==> src/hdl/fmva_pkg.sv <==
`timescale 1ns / 1ps
`default_nettype none
// ----------------------------------------------------------------------------
// fmva_pkg
// Shared types and constants of the FM voice allocator.
// ----------------------------------------------------------------------------
package fmva_pkg;

  localparam int NVOICES    = 18;
  localparam int CHANNELS   = 16;
  localparam int MAX_EVENTS = 22;

  localparam logic [3:0] DRUM_CH   = 4'd9;
  localparam logic [6:0] HOLD_THR  = 7'd64;
  localparam logic [4:0] LAST_V    = 5'd17;
  localparam logic [4:0] LAST_NARROW_V = 5'd15;
  localparam logic [4:0] WIDE_V0   = 5'd16;

  typedef enum logic [2:0] {
    ACT_NOTE_ON   = 3'd0,
    ACT_NOTE_OFF  = 3'd1,
    ACT_SUSTAIN   = 3'd2,
    ACT_SOUND_OFF = 3'd3,
    ACT_NOTES_OFF = 3'd4,
    ACT_RESET_CTL = 3'd5
  } action_t;

  typedef enum logic [1:0] {
    PAIR_SINGLE   = 2'd0,
    PAIR_OPTIONAL = 2'd1,
    PAIR_DOUBLE   = 2'd2,
    PAIR_NONE     = 2'd3
  } pair_t;

  typedef enum logic [9:0] {
    S_IDLE   = 10'b0000000001,
    S_SCAN   = 10'b0000000010,
    S_FIND   = 10'b0000000100,
    S_STEAL  = 10'b0000001000,
    S_KOFF   = 10'b0000010000,
    S_SETUP1 = 10'b0000100000,
    S_SETUP2 = 10'b0001000000,
    S_EMIT1  = 10'b0010000000,
    S_EMIT2  = 10'b0100000000,
    S_FLUSH  = 10'b1000000000
  } state_t;

endpackage
`default_nettype wire

==> src/hdl/fm_voice_allocator_unit.sv <==
`timescale 1ns / 1ps
`default_nettype none
// ----------------------------------------------------------------------------
// fm_voice_allocator_unit
// 18-voice allocator: keys voices on and off for channel events, picking
// the longest-idle free voice or stealing by secondary mark, priority, age.
// ----------------------------------------------------------------------------
//  channel | ports                           | moves
//  input   | in_tvalid/in_tready/in_tdata/   | one channel event
//          | in_tuser                        |
//  result  | out_tvalid/out_tready/out_tdata/| one key event, tlast on final
//          | out_tuser/out_tlast             |
//
//  One voice per cycle, unless the output stalls, through a single age/compare
//  unit under a sequencer. Off-type events walk every voice; note-on walks all
//  voices for the free search, then at most two steals, then set-up and key-on.
//  in_tready is high only in idle; a full output register stalls the walk.
//  Synchronous active-low reset clears all voice state and the stamp counter.
// ----------------------------------------------------------------------------
module fm_voice_allocator_unit #(
  parameter int STAMP_BITS = 16
) (
  input  wire logic        clk,
  input  wire logic        rst_n,
  input  wire logic        in_tvalid,
  output logic             in_tready,
  // channel[3:0], note[10:4], pedal_value[17:11], pair_mode[19:18],
  // wide_ok_first[20], wide_ok_second[21], zero[23:22]
  input  wire logic [23:0] in_tdata,
  // action[2:0]
  input  wire logic [2:0]  in_tuser,
  output logic             out_tvalid,
  input  wire logic        out_tready,
  // voice[4:0], zero[7:5]
  output logic [7:0]       out_tdata,
  // key_on[0]
  output logic             out_tuser,
  output logic             out_tlast
);

  localparam int NV = fmva_pkg::NVOICES;
  typedef logic [STAMP_BITS-1:0] stamp_t;

  // voice file
  logic [NV-1:0] vact_r, vsus_r, vsec_r;
  logic [3:0]    vch_r   [NV];
  logic [6:0]    vnote_r [NV];
  stamp_t        vstamp_r[NV];
  stamp_t        stamp_r;
  logic [fmva_pkg::CHANNELS-1:0] hold_r, hold_nxt;

  fmva_pkg::state_t state_r, state_nxt;
  logic [2:0] act_r, act_nxt;
  logic [3:0] ch_r, ch_nxt;
  logic [6:0] note_r, note_nxt;
  logic [1:0] mode_r, mode_nxt;
  logic       w1_r, w1_nxt, w2_r, w2_nxt, hold_at_r, hold_at_nxt;
  logic [4:0] idx_r, idx_nxt;
  logic [4:0] v1_r, v1_nxt, v2_r, v2_nxt, pick_r, pick_nxt, cmp_r, cmp_nxt;
  logic       v1_ok_r, v1_ok_nxt, v2_ok_r, v2_ok_nxt, sec_r, sec_nxt;
  logic       ssel_r, ssel_nxt;
  stamp_t     t1_r, t1_nxt, t2_r, t2_nxt, best_r, best_nxt;

  logic       pend_valid_r, pend_on_r;
  logic [4:0] pend_voice_r;
  logic [4:0] ev_cnt_r;
  logic       out_valid_r, out_on_r, out_last_r;
  logic [4:0] out_voice_r;

  // input unpack
  logic [3:0] in_channel;
  logic [6:0] in_note, in_pedal;
  logic [1:0] in_pair;
  assign in_channel = in_tdata[3:0];
  assign in_note    = in_tdata[10:4];
  assign in_pedal   = in_tdata[17:11];
  assign in_pair    = in_tdata[19:18];

  // shared read port and age/compare unit
  logic [4:0] rd_idx;
  logic       r_act, r_sus, r_sec, chm, nm;
  logic [3:0] r_ch;
  stamp_t     age;
  logic [4:0] chn;

  always_comb begin
    unique case (state_r)
      fmva_pkg::S_KOFF:   rd_idx = pick_r;
      fmva_pkg::S_SETUP1: rd_idx = v1_r;
      fmva_pkg::S_SETUP2: rd_idx = v2_r;
      default:            rd_idx = idx_r;
    endcase
  end

  assign r_act = vact_r[rd_idx];
  assign r_sus = vsus_r[rd_idx];
  assign r_sec = vsec_r[rd_idx];
  assign r_ch  = vch_r[rd_idx];
  assign chm   = (r_ch == ch_r);
  assign nm    = (vnote_r[rd_idx] == note_r);
  assign age   = stamp_r - vstamp_r[rd_idx];
  assign chn   = (r_ch == fmva_pkg::DRUM_CH) ? 5'd1 : ({1'b0, r_ch} + 5'd2);

  logic       emit_req, emit_on, flush, wr_koff, wr_setup, wr_sus, set_sec;
  logic [4:0] emit_voice;
  logic       a2e, special, lo, take, last_idx, out_free, need_out, stall, go;

  assign a2e = (mode_r != fmva_pkg::PAIR_SINGLE) && w2_r;

  always_comb begin
    state_nxt   = state_r;
    act_nxt     = act_r;
    ch_nxt      = ch_r;
    note_nxt    = note_r;
    mode_nxt    = mode_r;
    w1_nxt      = w1_r;
    w2_nxt      = w2_r;
    hold_at_nxt = hold_at_r;
    hold_nxt    = hold_r;
    idx_nxt     = idx_r;
    v1_nxt      = v1_r;
    v2_nxt      = v2_r;
    v1_ok_nxt   = v1_ok_r;
    v2_ok_nxt   = v2_ok_r;
    t1_nxt      = t1_r;
    t2_nxt      = t2_r;
    sec_nxt     = sec_r;
    cmp_nxt     = cmp_r;
    best_nxt    = best_r;
    pick_nxt    = pick_r;
    ssel_nxt    = ssel_r;
    emit_req    = 1'b0;
    emit_on     = 1'b0;
    emit_voice  = idx_r;
    flush       = 1'b0;
    wr_koff     = 1'b0;
    wr_setup    = 1'b0;
    wr_sus      = 1'b0;
    set_sec     = 1'b0;
    special     = idx_r >= fmva_pkg::WIDE_V0;
    lo          = 1'b0;
    take        = 1'b0;
    last_idx    = 1'b0;

    unique case (state_r)
      fmva_pkg::S_IDLE: begin
        if (in_tvalid) begin
          act_nxt     = in_tuser;
          ch_nxt      = in_channel;
          note_nxt    = in_note;
          mode_nxt    = in_pair;
          w1_nxt      = in_tdata[20];
          w2_nxt      = in_tdata[21];
          hold_at_nxt = hold_r[in_channel];
          idx_nxt     = '0;
          v1_ok_nxt   = 1'b0;
          v2_ok_nxt   = 1'b0;
          t1_nxt      = '0;
          t2_nxt      = '0;
          state_nxt   = fmva_pkg::S_SCAN;
          priority case (in_tuser)
            fmva_pkg::ACT_NOTE_ON: begin
              state_nxt = (in_pair == fmva_pkg::PAIR_NONE) ? fmva_pkg::S_FLUSH
                                                           : fmva_pkg::S_FIND;
            end
            fmva_pkg::ACT_SUSTAIN: begin
              hold_nxt[in_channel] = (in_pedal >= fmva_pkg::HOLD_THR);
              if (in_pedal >= fmva_pkg::HOLD_THR) state_nxt = fmva_pkg::S_FLUSH;
            end
            fmva_pkg::ACT_RESET_CTL: hold_nxt[in_channel] = 1'b0;
            fmva_pkg::ACT_NOTE_OFF, fmva_pkg::ACT_SOUND_OFF,
            fmva_pkg::ACT_NOTES_OFF: state_nxt = fmva_pkg::S_SCAN;
            default: state_nxt = fmva_pkg::S_FLUSH;
          endcase
        end
      end

      fmva_pkg::S_SCAN: begin
        priority case (act_r)
          fmva_pkg::ACT_NOTE_OFF:  take = r_act && chm && nm;
          fmva_pkg::ACT_SUSTAIN:   take = r_sus && chm;
          fmva_pkg::ACT_SOUND_OFF: take = r_act && chm;
          fmva_pkg::ACT_NOTES_OFF: take = r_act && chm && !r_sus;
          default:                 take = hold_at_r && r_act && chm && r_sus;
        endcase
        if (take) begin
          if (act_r == fmva_pkg::ACT_NOTE_OFF && hold_at_r) begin
            wr_sus = 1'b1;
          end else begin
            wr_koff  = 1'b1;
            emit_req = 1'b1;
          end
        end
        if (idx_r == fmva_pkg::LAST_V) state_nxt = fmva_pkg::S_FLUSH;
        else idx_nxt = idx_r + 5'd1;
      end

      fmva_pkg::S_FIND: begin
        if (r_act) begin
          if (chm && nm) begin
            wr_koff  = 1'b1;
            emit_req = 1'b1;
          end
        end else begin
          lo = (special && w1_r) || (age < t1_r);
          if (lo) begin
            if (!(special && a2e) && age >= t2_r) begin
              t2_nxt    = age;
              v2_nxt    = idx_r;
              v2_ok_nxt = 1'b1;
            end
          end else begin
            // voice 17 keeps the old second pick when voice 16 led a wide pair
            if (idx_r != fmva_pkg::LAST_V ||
                !(v1_ok_r && v1_r == fmva_pkg::WIDE_V0 && a2e)) begin
              v2_nxt    = v1_r;
              v2_ok_nxt = v1_ok_r;
              t2_nxt    = t1_r;
            end
            t1_nxt    = age;
            v1_nxt    = idx_r;
            v1_ok_nxt = 1'b1;
          end
        end
        if (idx_r == fmva_pkg::LAST_V) begin
          idx_nxt  = '0;
          sec_nxt  = 1'b0;
          cmp_nxt  = '0;
          best_nxt = '0;
          pick_nxt = '0;
          if (!v1_ok_nxt) begin
            ssel_nxt  = 1'b0;
            state_nxt = fmva_pkg::S_STEAL;
          end else if (mode_r == fmva_pkg::PAIR_DOUBLE && !v2_ok_nxt) begin
            ssel_nxt  = 1'b1;
            state_nxt = fmva_pkg::S_STEAL;
          end else begin
            state_nxt = fmva_pkg::S_SETUP1;
          end
        end else begin
          idx_nxt = idx_r + 5'd1;
        end
      end

      fmva_pkg::S_STEAL: begin
        if (sec_r == r_sec) begin
          if (chn <= cmp_r) begin
            take = (chn == cmp_r) && (age > best_r);
          end else begin
            take    = 1'b1;
            cmp_nxt = chn;
          end
        end else if (!sec_r) begin
          take    = 1'b1;
          sec_nxt = 1'b1;
          cmp_nxt = chn;
        end
        if (take) begin
          best_nxt = age;
          pick_nxt = idx_r;
        end
        last_idx = (ssel_r ? w2_r : w1_r) ? (idx_r == fmva_pkg::LAST_V)
                                          : (idx_r == fmva_pkg::LAST_NARROW_V);
        if (last_idx) state_nxt = fmva_pkg::S_KOFF;
        else idx_nxt = idx_r + 5'd1;
      end

      fmva_pkg::S_KOFF: begin
        wr_koff    = 1'b1;
        emit_req   = 1'b1;
        emit_voice = pick_r;
        idx_nxt    = '0;
        sec_nxt    = 1'b0;
        cmp_nxt    = '0;
        best_nxt   = '0;
        pick_nxt   = '0;
        if (!ssel_r) begin
          v1_nxt    = pick_r;
          v1_ok_nxt = 1'b1;
          if (mode_r == fmva_pkg::PAIR_DOUBLE && !v2_ok_r) begin
            ssel_nxt  = 1'b1;
            state_nxt = fmva_pkg::S_STEAL;
          end else begin
            state_nxt = fmva_pkg::S_SETUP1;
          end
        end else begin
          v2_nxt    = pick_r;
          v2_ok_nxt = 1'b1;
          state_nxt = fmva_pkg::S_SETUP1;
        end
      end

      fmva_pkg::S_SETUP1: begin
        wr_setup = 1'b1;
        priority if (mode_r == fmva_pkg::PAIR_DOUBLE) state_nxt = fmva_pkg::S_SETUP2;
        else if (mode_r == fmva_pkg::PAIR_OPTIONAL && v2_ok_r)
          state_nxt = fmva_pkg::S_SETUP2;
        else state_nxt = fmva_pkg::S_EMIT1;
      end

      fmva_pkg::S_SETUP2: begin
        wr_setup   = 1'b1;
        set_sec    = (mode_r == fmva_pkg::PAIR_OPTIONAL);
        emit_req   = set_sec;
        emit_on    = 1'b1;
        emit_voice = v2_r;
        state_nxt  = fmva_pkg::S_EMIT1;
      end

      fmva_pkg::S_EMIT1: begin
        emit_req   = 1'b1;
        emit_on    = 1'b1;
        emit_voice = v1_r;
        state_nxt  = (mode_r == fmva_pkg::PAIR_DOUBLE) ? fmva_pkg::S_EMIT2
                                                        : fmva_pkg::S_FLUSH;
      end

      fmva_pkg::S_EMIT2: begin
        emit_req   = 1'b1;
        emit_on    = 1'b1;
        emit_voice = v2_r;
        state_nxt  = fmva_pkg::S_FLUSH;
      end

      fmva_pkg::S_FLUSH: begin
        flush     = 1'b1;
        state_nxt = fmva_pkg::S_IDLE;
      end

      default: state_nxt = fmva_pkg::S_IDLE;
    endcase
  end

  // one pending item is held back until the next one shows whether it is last
  logic emit_keep;
  assign emit_keep = emit_req && (ev_cnt_r < 5'(fmva_pkg::MAX_EVENTS));
  assign out_free  = !out_valid_r || out_tready;
  assign need_out  = emit_keep || flush;
  assign stall     = need_out && pend_valid_r && !out_free;
  assign go        = !stall;

  always_ff @(posedge clk) begin
    if (!rst_n) begin
      state_r      <= fmva_pkg::S_IDLE;
      vact_r       <= '0;
      vsus_r       <= '0;
      vsec_r       <= '0;
      stamp_r      <= '0;
      hold_r       <= '0;
      pend_valid_r <= 1'b0;
      out_valid_r  <= 1'b0;
      ev_cnt_r     <= '0;
      for (int i = 0; i < NV; i++) begin
        vch_r[i]    <= '0;
        vnote_r[i]  <= '0;
        vstamp_r[i] <= '0;
      end
    end else begin
      if (need_out && pend_valid_r && go) begin
        out_valid_r <= 1'b1;
        out_voice_r <= pend_voice_r;
        out_on_r    <= pend_on_r;
        out_last_r  <= flush;
      end else if (out_tready) begin
        out_valid_r <= 1'b0;
      end

      if (go) begin
        state_r   <= state_nxt;
        act_r     <= act_nxt;
        ch_r      <= ch_nxt;
        note_r    <= note_nxt;
        mode_r    <= mode_nxt;
        w1_r      <= w1_nxt;
        w2_r      <= w2_nxt;
        hold_at_r <= hold_at_nxt;
        hold_r    <= hold_nxt;
        idx_r     <= idx_nxt;
        v1_r      <= v1_nxt;
        v2_r      <= v2_nxt;
        v1_ok_r   <= v1_ok_nxt;
        v2_ok_r   <= v2_ok_nxt;
        t1_r      <= t1_nxt;
        t2_r      <= t2_nxt;
        sec_r     <= sec_nxt;
        cmp_r     <= cmp_nxt;
        best_r    <= best_nxt;
        pick_r    <= pick_nxt;
        ssel_r    <= ssel_nxt;

        if (state_r == fmva_pkg::S_IDLE && in_tvalid) begin
          ev_cnt_r <= '0;
        end else if (emit_keep) begin
          pend_valid_r <= 1'b1;
          pend_voice_r <= emit_voice;
          pend_on_r    <= emit_on;
          ev_cnt_r     <= ev_cnt_r + 5'd1;
        end else if (flush) begin
          pend_valid_r <= 1'b0;
        end

        if (wr_koff) begin
          vact_r[rd_idx]   <= 1'b0;
          vsus_r[rd_idx]   <= 1'b0;
          vsec_r[rd_idx]   <= 1'b0;
          vstamp_r[rd_idx] <= stamp_r;
          stamp_r          <= stamp_r + STAMP_BITS'(1);
        end else if (wr_setup) begin
          vact_r[rd_idx]   <= 1'b1;
          vsus_r[rd_idx]   <= 1'b0;
          vsec_r[rd_idx]   <= set_sec;
          vch_r[rd_idx]    <= ch_r;
          vnote_r[rd_idx]  <= note_r;
          vstamp_r[rd_idx] <= stamp_r;
          stamp_r          <= stamp_r + STAMP_BITS'(1);
        end else if (wr_sus) begin
          vsus_r[rd_idx] <= 1'b1;
        end
      end
    end
  end

  assign in_tready  = (state_r == fmva_pkg::S_IDLE);
  assign out_tvalid = out_valid_r;
  assign out_tdata  = {3'b000, out_voice_r};
  assign out_tuser  = out_on_r;
  assign out_tlast  = out_last_r;

  a_idle_empty: assert property (@(posedge clk) disable iff (!rst_n)
    in_tready |-> !pend_valid_r)
    else $error("pending item left over in idle");

  a_ev_cap: assert property (@(posedge clk) disable iff (!rst_n)
    ev_cnt_r <= 5'(fmva_pkg::MAX_EVENTS))
    else $error("event count beyond cap");

  a_voice_range: assert property (@(posedge clk) disable iff (!rst_n)
    out_tvalid |-> out_tdata[4:0] <= fmva_pkg::LAST_V)
    else $error("voice number out of range");

  a_idx_range: assert property (@(posedge clk) disable iff (!rst_n)
    idx_r <= fmva_pkg::LAST_V)
    else $error("scan index out of range");

  a_steal_wait: assert property (@(posedge clk) disable iff (!rst_n)
    (stall && state_r == fmva_pkg::S_KOFF) |=> state_r == fmva_pkg::S_KOFF)
    else $error("steal key-off lost under stall");

endmodule
`default_nettype wire
==> config.mk <==
export PLATFORM = sky130hd
export DESIGN_NAME = fm_voice_allocator_unit
export DESIGN_NICKNAME = d
export VERILOG_FILES = /design/src/hdl/fmva_pkg.sv /design/src/hdl/fm_voice_allocator_unit.sv
export SDC_FILE = /design/constraint.sdc
export NUM_CORES = 2
export LEC_CHECK = 0
export ABC_AREA = 1
export BUFFER_PORTS_ARGS = -buffer_cell sky130_fd_sc_hd__buf_2
export CAP_MARGIN = 30
export CELL_PAD_IN_SITES_DETAIL_PLACEMENT = 0
export CELL_PAD_IN_SITES_GLOBAL_PLACEMENT = 2
export CORE_AREA = 3 3 289 405
export DETAILED_ROUTE_END_ITERATION = 10
export DIE_AREA = 0 0 292 408
export PLACE_DENSITY_LB_ADDON = 0.1
export REMOVE_ABC_BUFFERS = 1
export SLEW_MARGIN = 30
export SYNTH_ARGS = -nofsm -noshare
export SYNTH_HDL_FRONTEND = slang
export SYNTH_SLANG_ARGS = --single-unit
==> constraint.sdc <==
create_clock -name clk -period 9.9 [get_ports clk]
set_input_delay 1.485 -clock clk [delete_from_list [all_inputs] [get_ports clk]]
set_output_delay 1.485 -clock clk [all_outputs]
set_load 0.02 [all_outputs]
# Word-level counts from Yosys, hierarchy flattened

Memories as Yosys holds them, arrays and structs flattened.
Index checks and enable logic that the tools add are counted.

Register bits after elaboration: 212
Input port bits: 31
RAM bits: 486
Output and inout port bits: 12
Memories kept: 3
Word-level logic and storage cells: 335

Order comparisons: 11
Bitwise gates (word level): 11
Mux-type cells: 145
Reductions and logical operators: 79
$add $sub $neg: 5
Eq/ne operators: 48

Memory list:

| name     | words | width | read ports | clocked after Yosys merged registers in | wr ports | line                          | text |
|---|---|---|---|---|---|---|---|
| vstamp_r | 18    | 16    | 1          | 0                                       | 18       | fm_voice_allocator_unit.sv:48 | `stamp_t vstamp_r[NV];` |
| vnote_r  | 18    | 7     | 1          | 0                                       | 18       | fm_voice_allocator_unit.sv:47 | `logic [6:0] vnote_r [NV];` |
| vch_r    | 18    | 4     | 1          | 0                                       | 18       | fm_voice_allocator_unit.sv:46 | `logic [3:0] vch_r [NV];` |

Operators with widths:

| cell                  | number |
|---|---|
| $mux 16               | 13 |
| $mux 18               | 7 |
| $mux 5                | 23 |
| $pmux 16 s2           | 3 |
| $pmux 10 s9           | 1 |
| $mux 10               | 8 |
| $pmux 5 s3            | 4 |
| $mux 1                | 59 |
| $and 18x18->18        | 3 |
| $pmux 16 s3           | 1 |
| $or 18x18->18         | 2 |
| $pmux 10 s3           | 1 |
| $reduce_and 5->1      | 6 |
| $logic_and 1x1->1     | 26 |
| $pmux 5 s5            | 1 |
| $reduce_and 6->1      | 4 |
| $ne 2x2->1 const B    | 11 |
| $pmux 5 s2            | 2 |
| $bwmux 18             | 1 |
| $mux 6                | 3 |
| $not 18->18           | 1 |
| $add 16x1->16 const B | 1 |
| $and 16x16->16        | 1 |
| $bwmux 16             | 1 |
| other kinds (67)      | 116 |

# Depth between registers and ports, before layout

Depth in word-level cells: 21
Depth in mapped cells: 49
Gate-level depth less buffers: 45

# Worst setup path before layout

No wires, ideal clock.

Path kind: reg-to-reg
From: reg state_r[9]
To: reg t2_r[0], enable pin
Path slack: 2,032 ps
Required time: 9,512 ps
Path buffers: 6
Period minus slack after synthesis: 7,868 ps
Setup time: 388 ps
Cell stages (with the launch flop): 44
Data arrival time: 7,480 ps
Cell sequence: dfxtp_1 > inv_2 > nand2_2 > buf_4 > nor2_2 > nand2_4 > nor2_2 > nor2_4 > nand2_4 > buf_2 > buf_2 > nor2_4 > buf_2 > clkinv_1 > clkbuf_1 > clkbuf_1 > o22ai_1 > nor3_1 > [8 not listed] > o21bai_1 > a21oi_1 > o21bai_1 > a21oi_1 > o21bai_1 > a21oi_1 > o21ai_0 > xnor2_1 > inv_1 > ha_1 > nand4_1 > o221ai_1 > o21ai_1 > nand2_1 > nand2_1 > o21ai_0 > nand2_1 > nor2_1

Elaborated cells between the ends (all ways): 52
Those cells by class: add/sub: 1; order compare: 2; eq/ne: 15; mux: 12; bitwise: 1; reduce/logical: 18; memory: 3

RTL lines:

| element                                                      | line                                                           | text |
|---|---|---|
| start, declared                                              | fm_voice_allocator_unit.sv:52                                  | `fmva_pkg::state_t state_r, state_nxt;` |
| start signal, assigned                                       | fm_voice_allocator_unit.sv:344                                 | `state_r <= fmva_pkg::S_IDLE;` |
| start signal, assigned                                       | fm_voice_allocator_unit.sv:369                                 | `state_r <= state_nxt;` |
| $eq 10x7->1 (tied with other cells)                          | fm_voice_allocator_unit.sv:87                                  | `unique case (state_r)` |
| $pmux 5 s3 (*)                                               | fm_voice_allocator_unit.sv:87                                  |  |
| $mem_v2 18x16 (*)                                            | n/a                                                            |  |
| $sub 16x16->16 (*)                                           | fm_voice_allocator_unit.sv:101                                 | `assign age = stamp_r - vstamp_r[rd_idx];` |
| named net age[14]                                            | fm_voice_allocator_unit.sv:83                                  | `stamp_t age;` |
| $lt 16x16->1 / $ge 16x16->1 (equally long branches)          | fm_voice_allocator_unit.sv:205, fm_voice_allocator_unit.sv:207 |  |
| $logic_or 1x1->1 / $logic_and 1x1->1 (equally long branches) | fm_voice_allocator_unit.sv:205, fm_voice_allocator_unit.sv:207 |  |
| $ne 3x3->1 (no line)                                         | n/a                                                            |  |
| $reduce_and 7->1 (no line) (*)                               | n/a                                                            |  |
| end signal, assigned                                         | fm_voice_allocator_unit.sv:384                                 | `t2_r <= t2_nxt;` |
| end, declared                                                | fm_voice_allocator_unit.sv:62                                  | `stamp_t t1_r, t1_nxt, t2_r, t2_nxt, best_r, best_nxt;` |

The timed path passes the listed nets; every way through them passes the cells marked *. The select of a mux whose other input is x is not followed.
A chain may end at the register's enable or synchronous reset.

# Worst setup path in the final report

From: reg state_r[9]
To: reg t2_r[13], enable pin

Same word-level chain as after synthesis.

==> run summary <==
Critical path type: reg -> reg
Row Count: 146
Pin count of the biggest net entering global routing: 77
CTS sink cnt: 1076
Seq/Total Area, Yosys: 64.11%
Cts hold-fix bufs: 0
Clock Tree Buf Depth: 3
Final WL: 158.2 mm
Most frequent cells after synthesis: edfxtp_1 (973), nand2_1 (825), nor2_1 (791), inv_1 (413), o21ai_0 (215)
Vias per cell: 5.535
Worst reg2reg path startpoint: state_r[9]
Drt first pass iters: 5
Comb pwr share: 35.5%
Layout overhead on the synthesized area: 11.91%
Die Ht: 408 µm
Root buffer cell: clkbuf_16
Nets: 4838
Static Leakage: 20.80 nW
Chip width: 292 µm
ANT nets after route: 0
Delay-heaviest family, CP: compound AO/OA/AOI/OAI gates
Vias in the first global route: 34.16k
Die Area: 119100 µm²
Max-cap violations: 0
Async set or reset register ratio after synthesis: 0%
Synth Register Bits: 1076
Routed len/inst: 25.09 µm
Startpoint type of the worst setup path: flop
Max Slew Vio Count: 0
Clock power frac: 28.8%
PostCTS Resize Cnt: 0
PortBufs: 31
Final setup viols: 0
Top-count cell post-synth: edfxtp_1
Core Box Area: 113400 µm²
Max Freq: 0.1109 GHz
Post-synthesis cell area: 48790 µm²
Non-Filler Instances: 6306
Cell taking the most area after synthesis: edfxtp_1
Synth top area cells: edfxtp_1 (60%), nand2_1 (6.3%), nor2_1 (6.1%), dfxtp_1 (4.2%), inv_1 (3.2%)
Layout cell share with drive strength beyond 1: 9.930%
Initial antenna violation count: 0
DRC viols: 0
Net Sw Frac: 38.83%
Pint: 8.972 mW
Initial DRC count: 2849
Worst Setup End Kind: flop
DP Wirelength: 102.5 mm
Worst reg2reg path depth: 42
Setup Buffers After CTS: 0
Initial core utilization: 43.01%
Worst min path class: reg -> reg
Ports: 43
Worst Path Max Fanout: 35
Skew final: 0.02743 ns
Synth Flop Type: edfxtp_1
CP dominant cell by count: a21oi_1
Syn Area/Cell: 10.39 µm²
CTS tree: done
Req. time, crit path: 10.27 ns
Final min period: 9.018 ns
First-pass GRT wire length: 230.5 mm
Status: complete, no violations
Skew-Pair Late Insertion Delay: 0.71 ns
DR vias: 34.90k
Worst-path clk slew: 0.06 ns
Slew headroom: 31.50%
Htree depth: 3
PD cells: 268.6 nW/µm²
Bufs and invs on worst path: 10
Synth Warn #: 0
Yosys cell types: 68
CTS Buf Count: 107
Final hold vios: 0
Fin crit share: 91.09%
TNS Setup: 0 ns
EDFF count, synth: 973
RSZ-0062 raised after global routing: false
Post-Place Cells: 6100
Sw Pwr: 5.695 mW
RD Place Congestion: 0.8384
Peak supply drop: 0.0001822 V
Reg2Reg Setup Slack: 0.88 ns
CP Data Arrival Time: 9.39 ns
Reg power frac: 35.6%
Cell count after synthesis: 4698
HP Start: pend_voice_r[2]
Synth top area share: 59.88%
Hold Path End: out_voice_r[2]
Slowest-stage cell, CP: a211oi_1
Grt ovf: 0
Tot GR Track Use: 26.18%
Worst-margin pin slew: 1.018 ns
Largest stage delay on the critical path: 0.42 ns
RR Endpoint: t2_r[13]
Hold path depth: 0
## how the worst max path moves through the flow
stage / from / end / depth (start not counted)
after floorplan: state_r[2] / t2_r[0] / 36
after global placement: state_r[2] / t2_r[3] / 43
after detailed placement: state_r[9] / t2_r[4] / 42
after CTS: state_r[9] / t2_r[13] / 42
after global routing: state_r[9] / t2_r[13] / 44
final: state_r[9] / t2_r[13] / 42
## power by group through the flow
stage	Combinational [mW]	Clock [mW]	Sequential, mW
after CTS	5.27	4.29	5.23
final	5.21	4.23	5.23
after global placement	5.23	0	5.32
after floorplan	2.98	0	5.30
after global routing	5.75	4.46	5.24
after detailed placement	5.25	0	5.32
## layout make-up
type,instances,area (µm²)
antenna,2,5.005
clock buffer,131,2829
clock inverter,70,779.5
fill,10550,58840
inverter,444,1674
multi-input combinational,2923,14820
sequential,1076,31280
tap,1480,1852
timing repair buffer,180,1363
## logic make-up after synthesis
family                     Yosys count  synth area share, %
xor gates and xnor gates            18               0.3231
DFF                               1076                64.11
and+or+nand+nor                   2022                17.64
AOI/OAI and AO/OA                  805                10.12
other                                1             0.007685
adders and majority gates           75                1.939
buffers and inverters              701                5.872
## registers in the layout, summed over array words and instances, names as in the netlist, 4 cells and up, named ones only
signal	flops
cmp_r	5
vsec_r	18
pick_r	5
vstamp_r	512
hold_r	16
v1_r	5
ev_cnt_r	5
vch_r	128
pend_voice_r	5
t2_r	16
note_r	7
ch_r	4
idx_r	5
out_voice_r	5
v2_r	5
t1_r	16
vnote_r	224
best_r	16
state_r	10
stamp_r	16
## worst register-to-register path: cells and delay by family, from the launching register on
kind            cells  cell delay [ns]
xor+xnor            1             0.24
fa+ha+maj           2             0.73
compound gates     17             3.26
buf+inv            10             1.88
flops               1             0.40
simple gates       12             2.17
## layer usage
metal | global-route usage [%] | wire (µm) | share of wire, % | vias to the layer above
met4 | 8.270 | 4550 | 2.9 | 0
met3 | 2.638 | 7174 | 4.5 | 232
met5 | 0 | 0 | 0 | -
li1 | - | - | - | 16320
met2 | 46.47 | 80790 | 51 | 1006
met1 | 33.67 | 65720 | 42 | 17350
## placed cells by master (no fill, tap or decap), types with 10 or more instances in the layout
cell         n
nand2_1    819
nand3_1    157
o221ai_1    15
o21bai_1    10
nand2_2     29
o22ai_1     80
clkinv_1    27
clkbuf_1    19
a22o_1      16
a221oi_1    17
xor2_1      15
o21ai_0    206
nor4_1      12
a211oi_1    20
inv_2       21
o21ai_1     52
nor3_1      44
bufinv_16   14
buf_2       30
a22oi_1    157
ha_1        74
nor2_4      13
nand3b_1    47
nor2_1     776
dfxtp_1    103
buf_4      141
clkbuf_16  108
edfxtp_1   973
nand2_4     12
o211ai_1    11
nor2_2      18
clkinv_2    27
inv_1      410
nand4_1     50
a21oi_1    181
## metrics by stage
stage / hold WS, ns / worst slack [ns] / util (%) / total power [mW] / area, µm²
2_1_floorplan: 0.4003 / -3.615 / - / 8.279 / 47610
3_3_place_gp: 0.4057 / 0.7609 / 44.87 / 10.55 / 50900
3_5_place_dp: 0.4153 / 0.7987 / 44.91 / 10.57 / 50950
4_1_cts: 0.4260 / 0.7797 / 48.09 / 14.79 / 54550
5_1_grt: 0.4308 / 0.1698 / 48.13 / 15.45 / 54600
6_report: 0.4285 / 0.8820 / 48.13 / 14.67 / 54600
(Power assumes the default switching activity.)
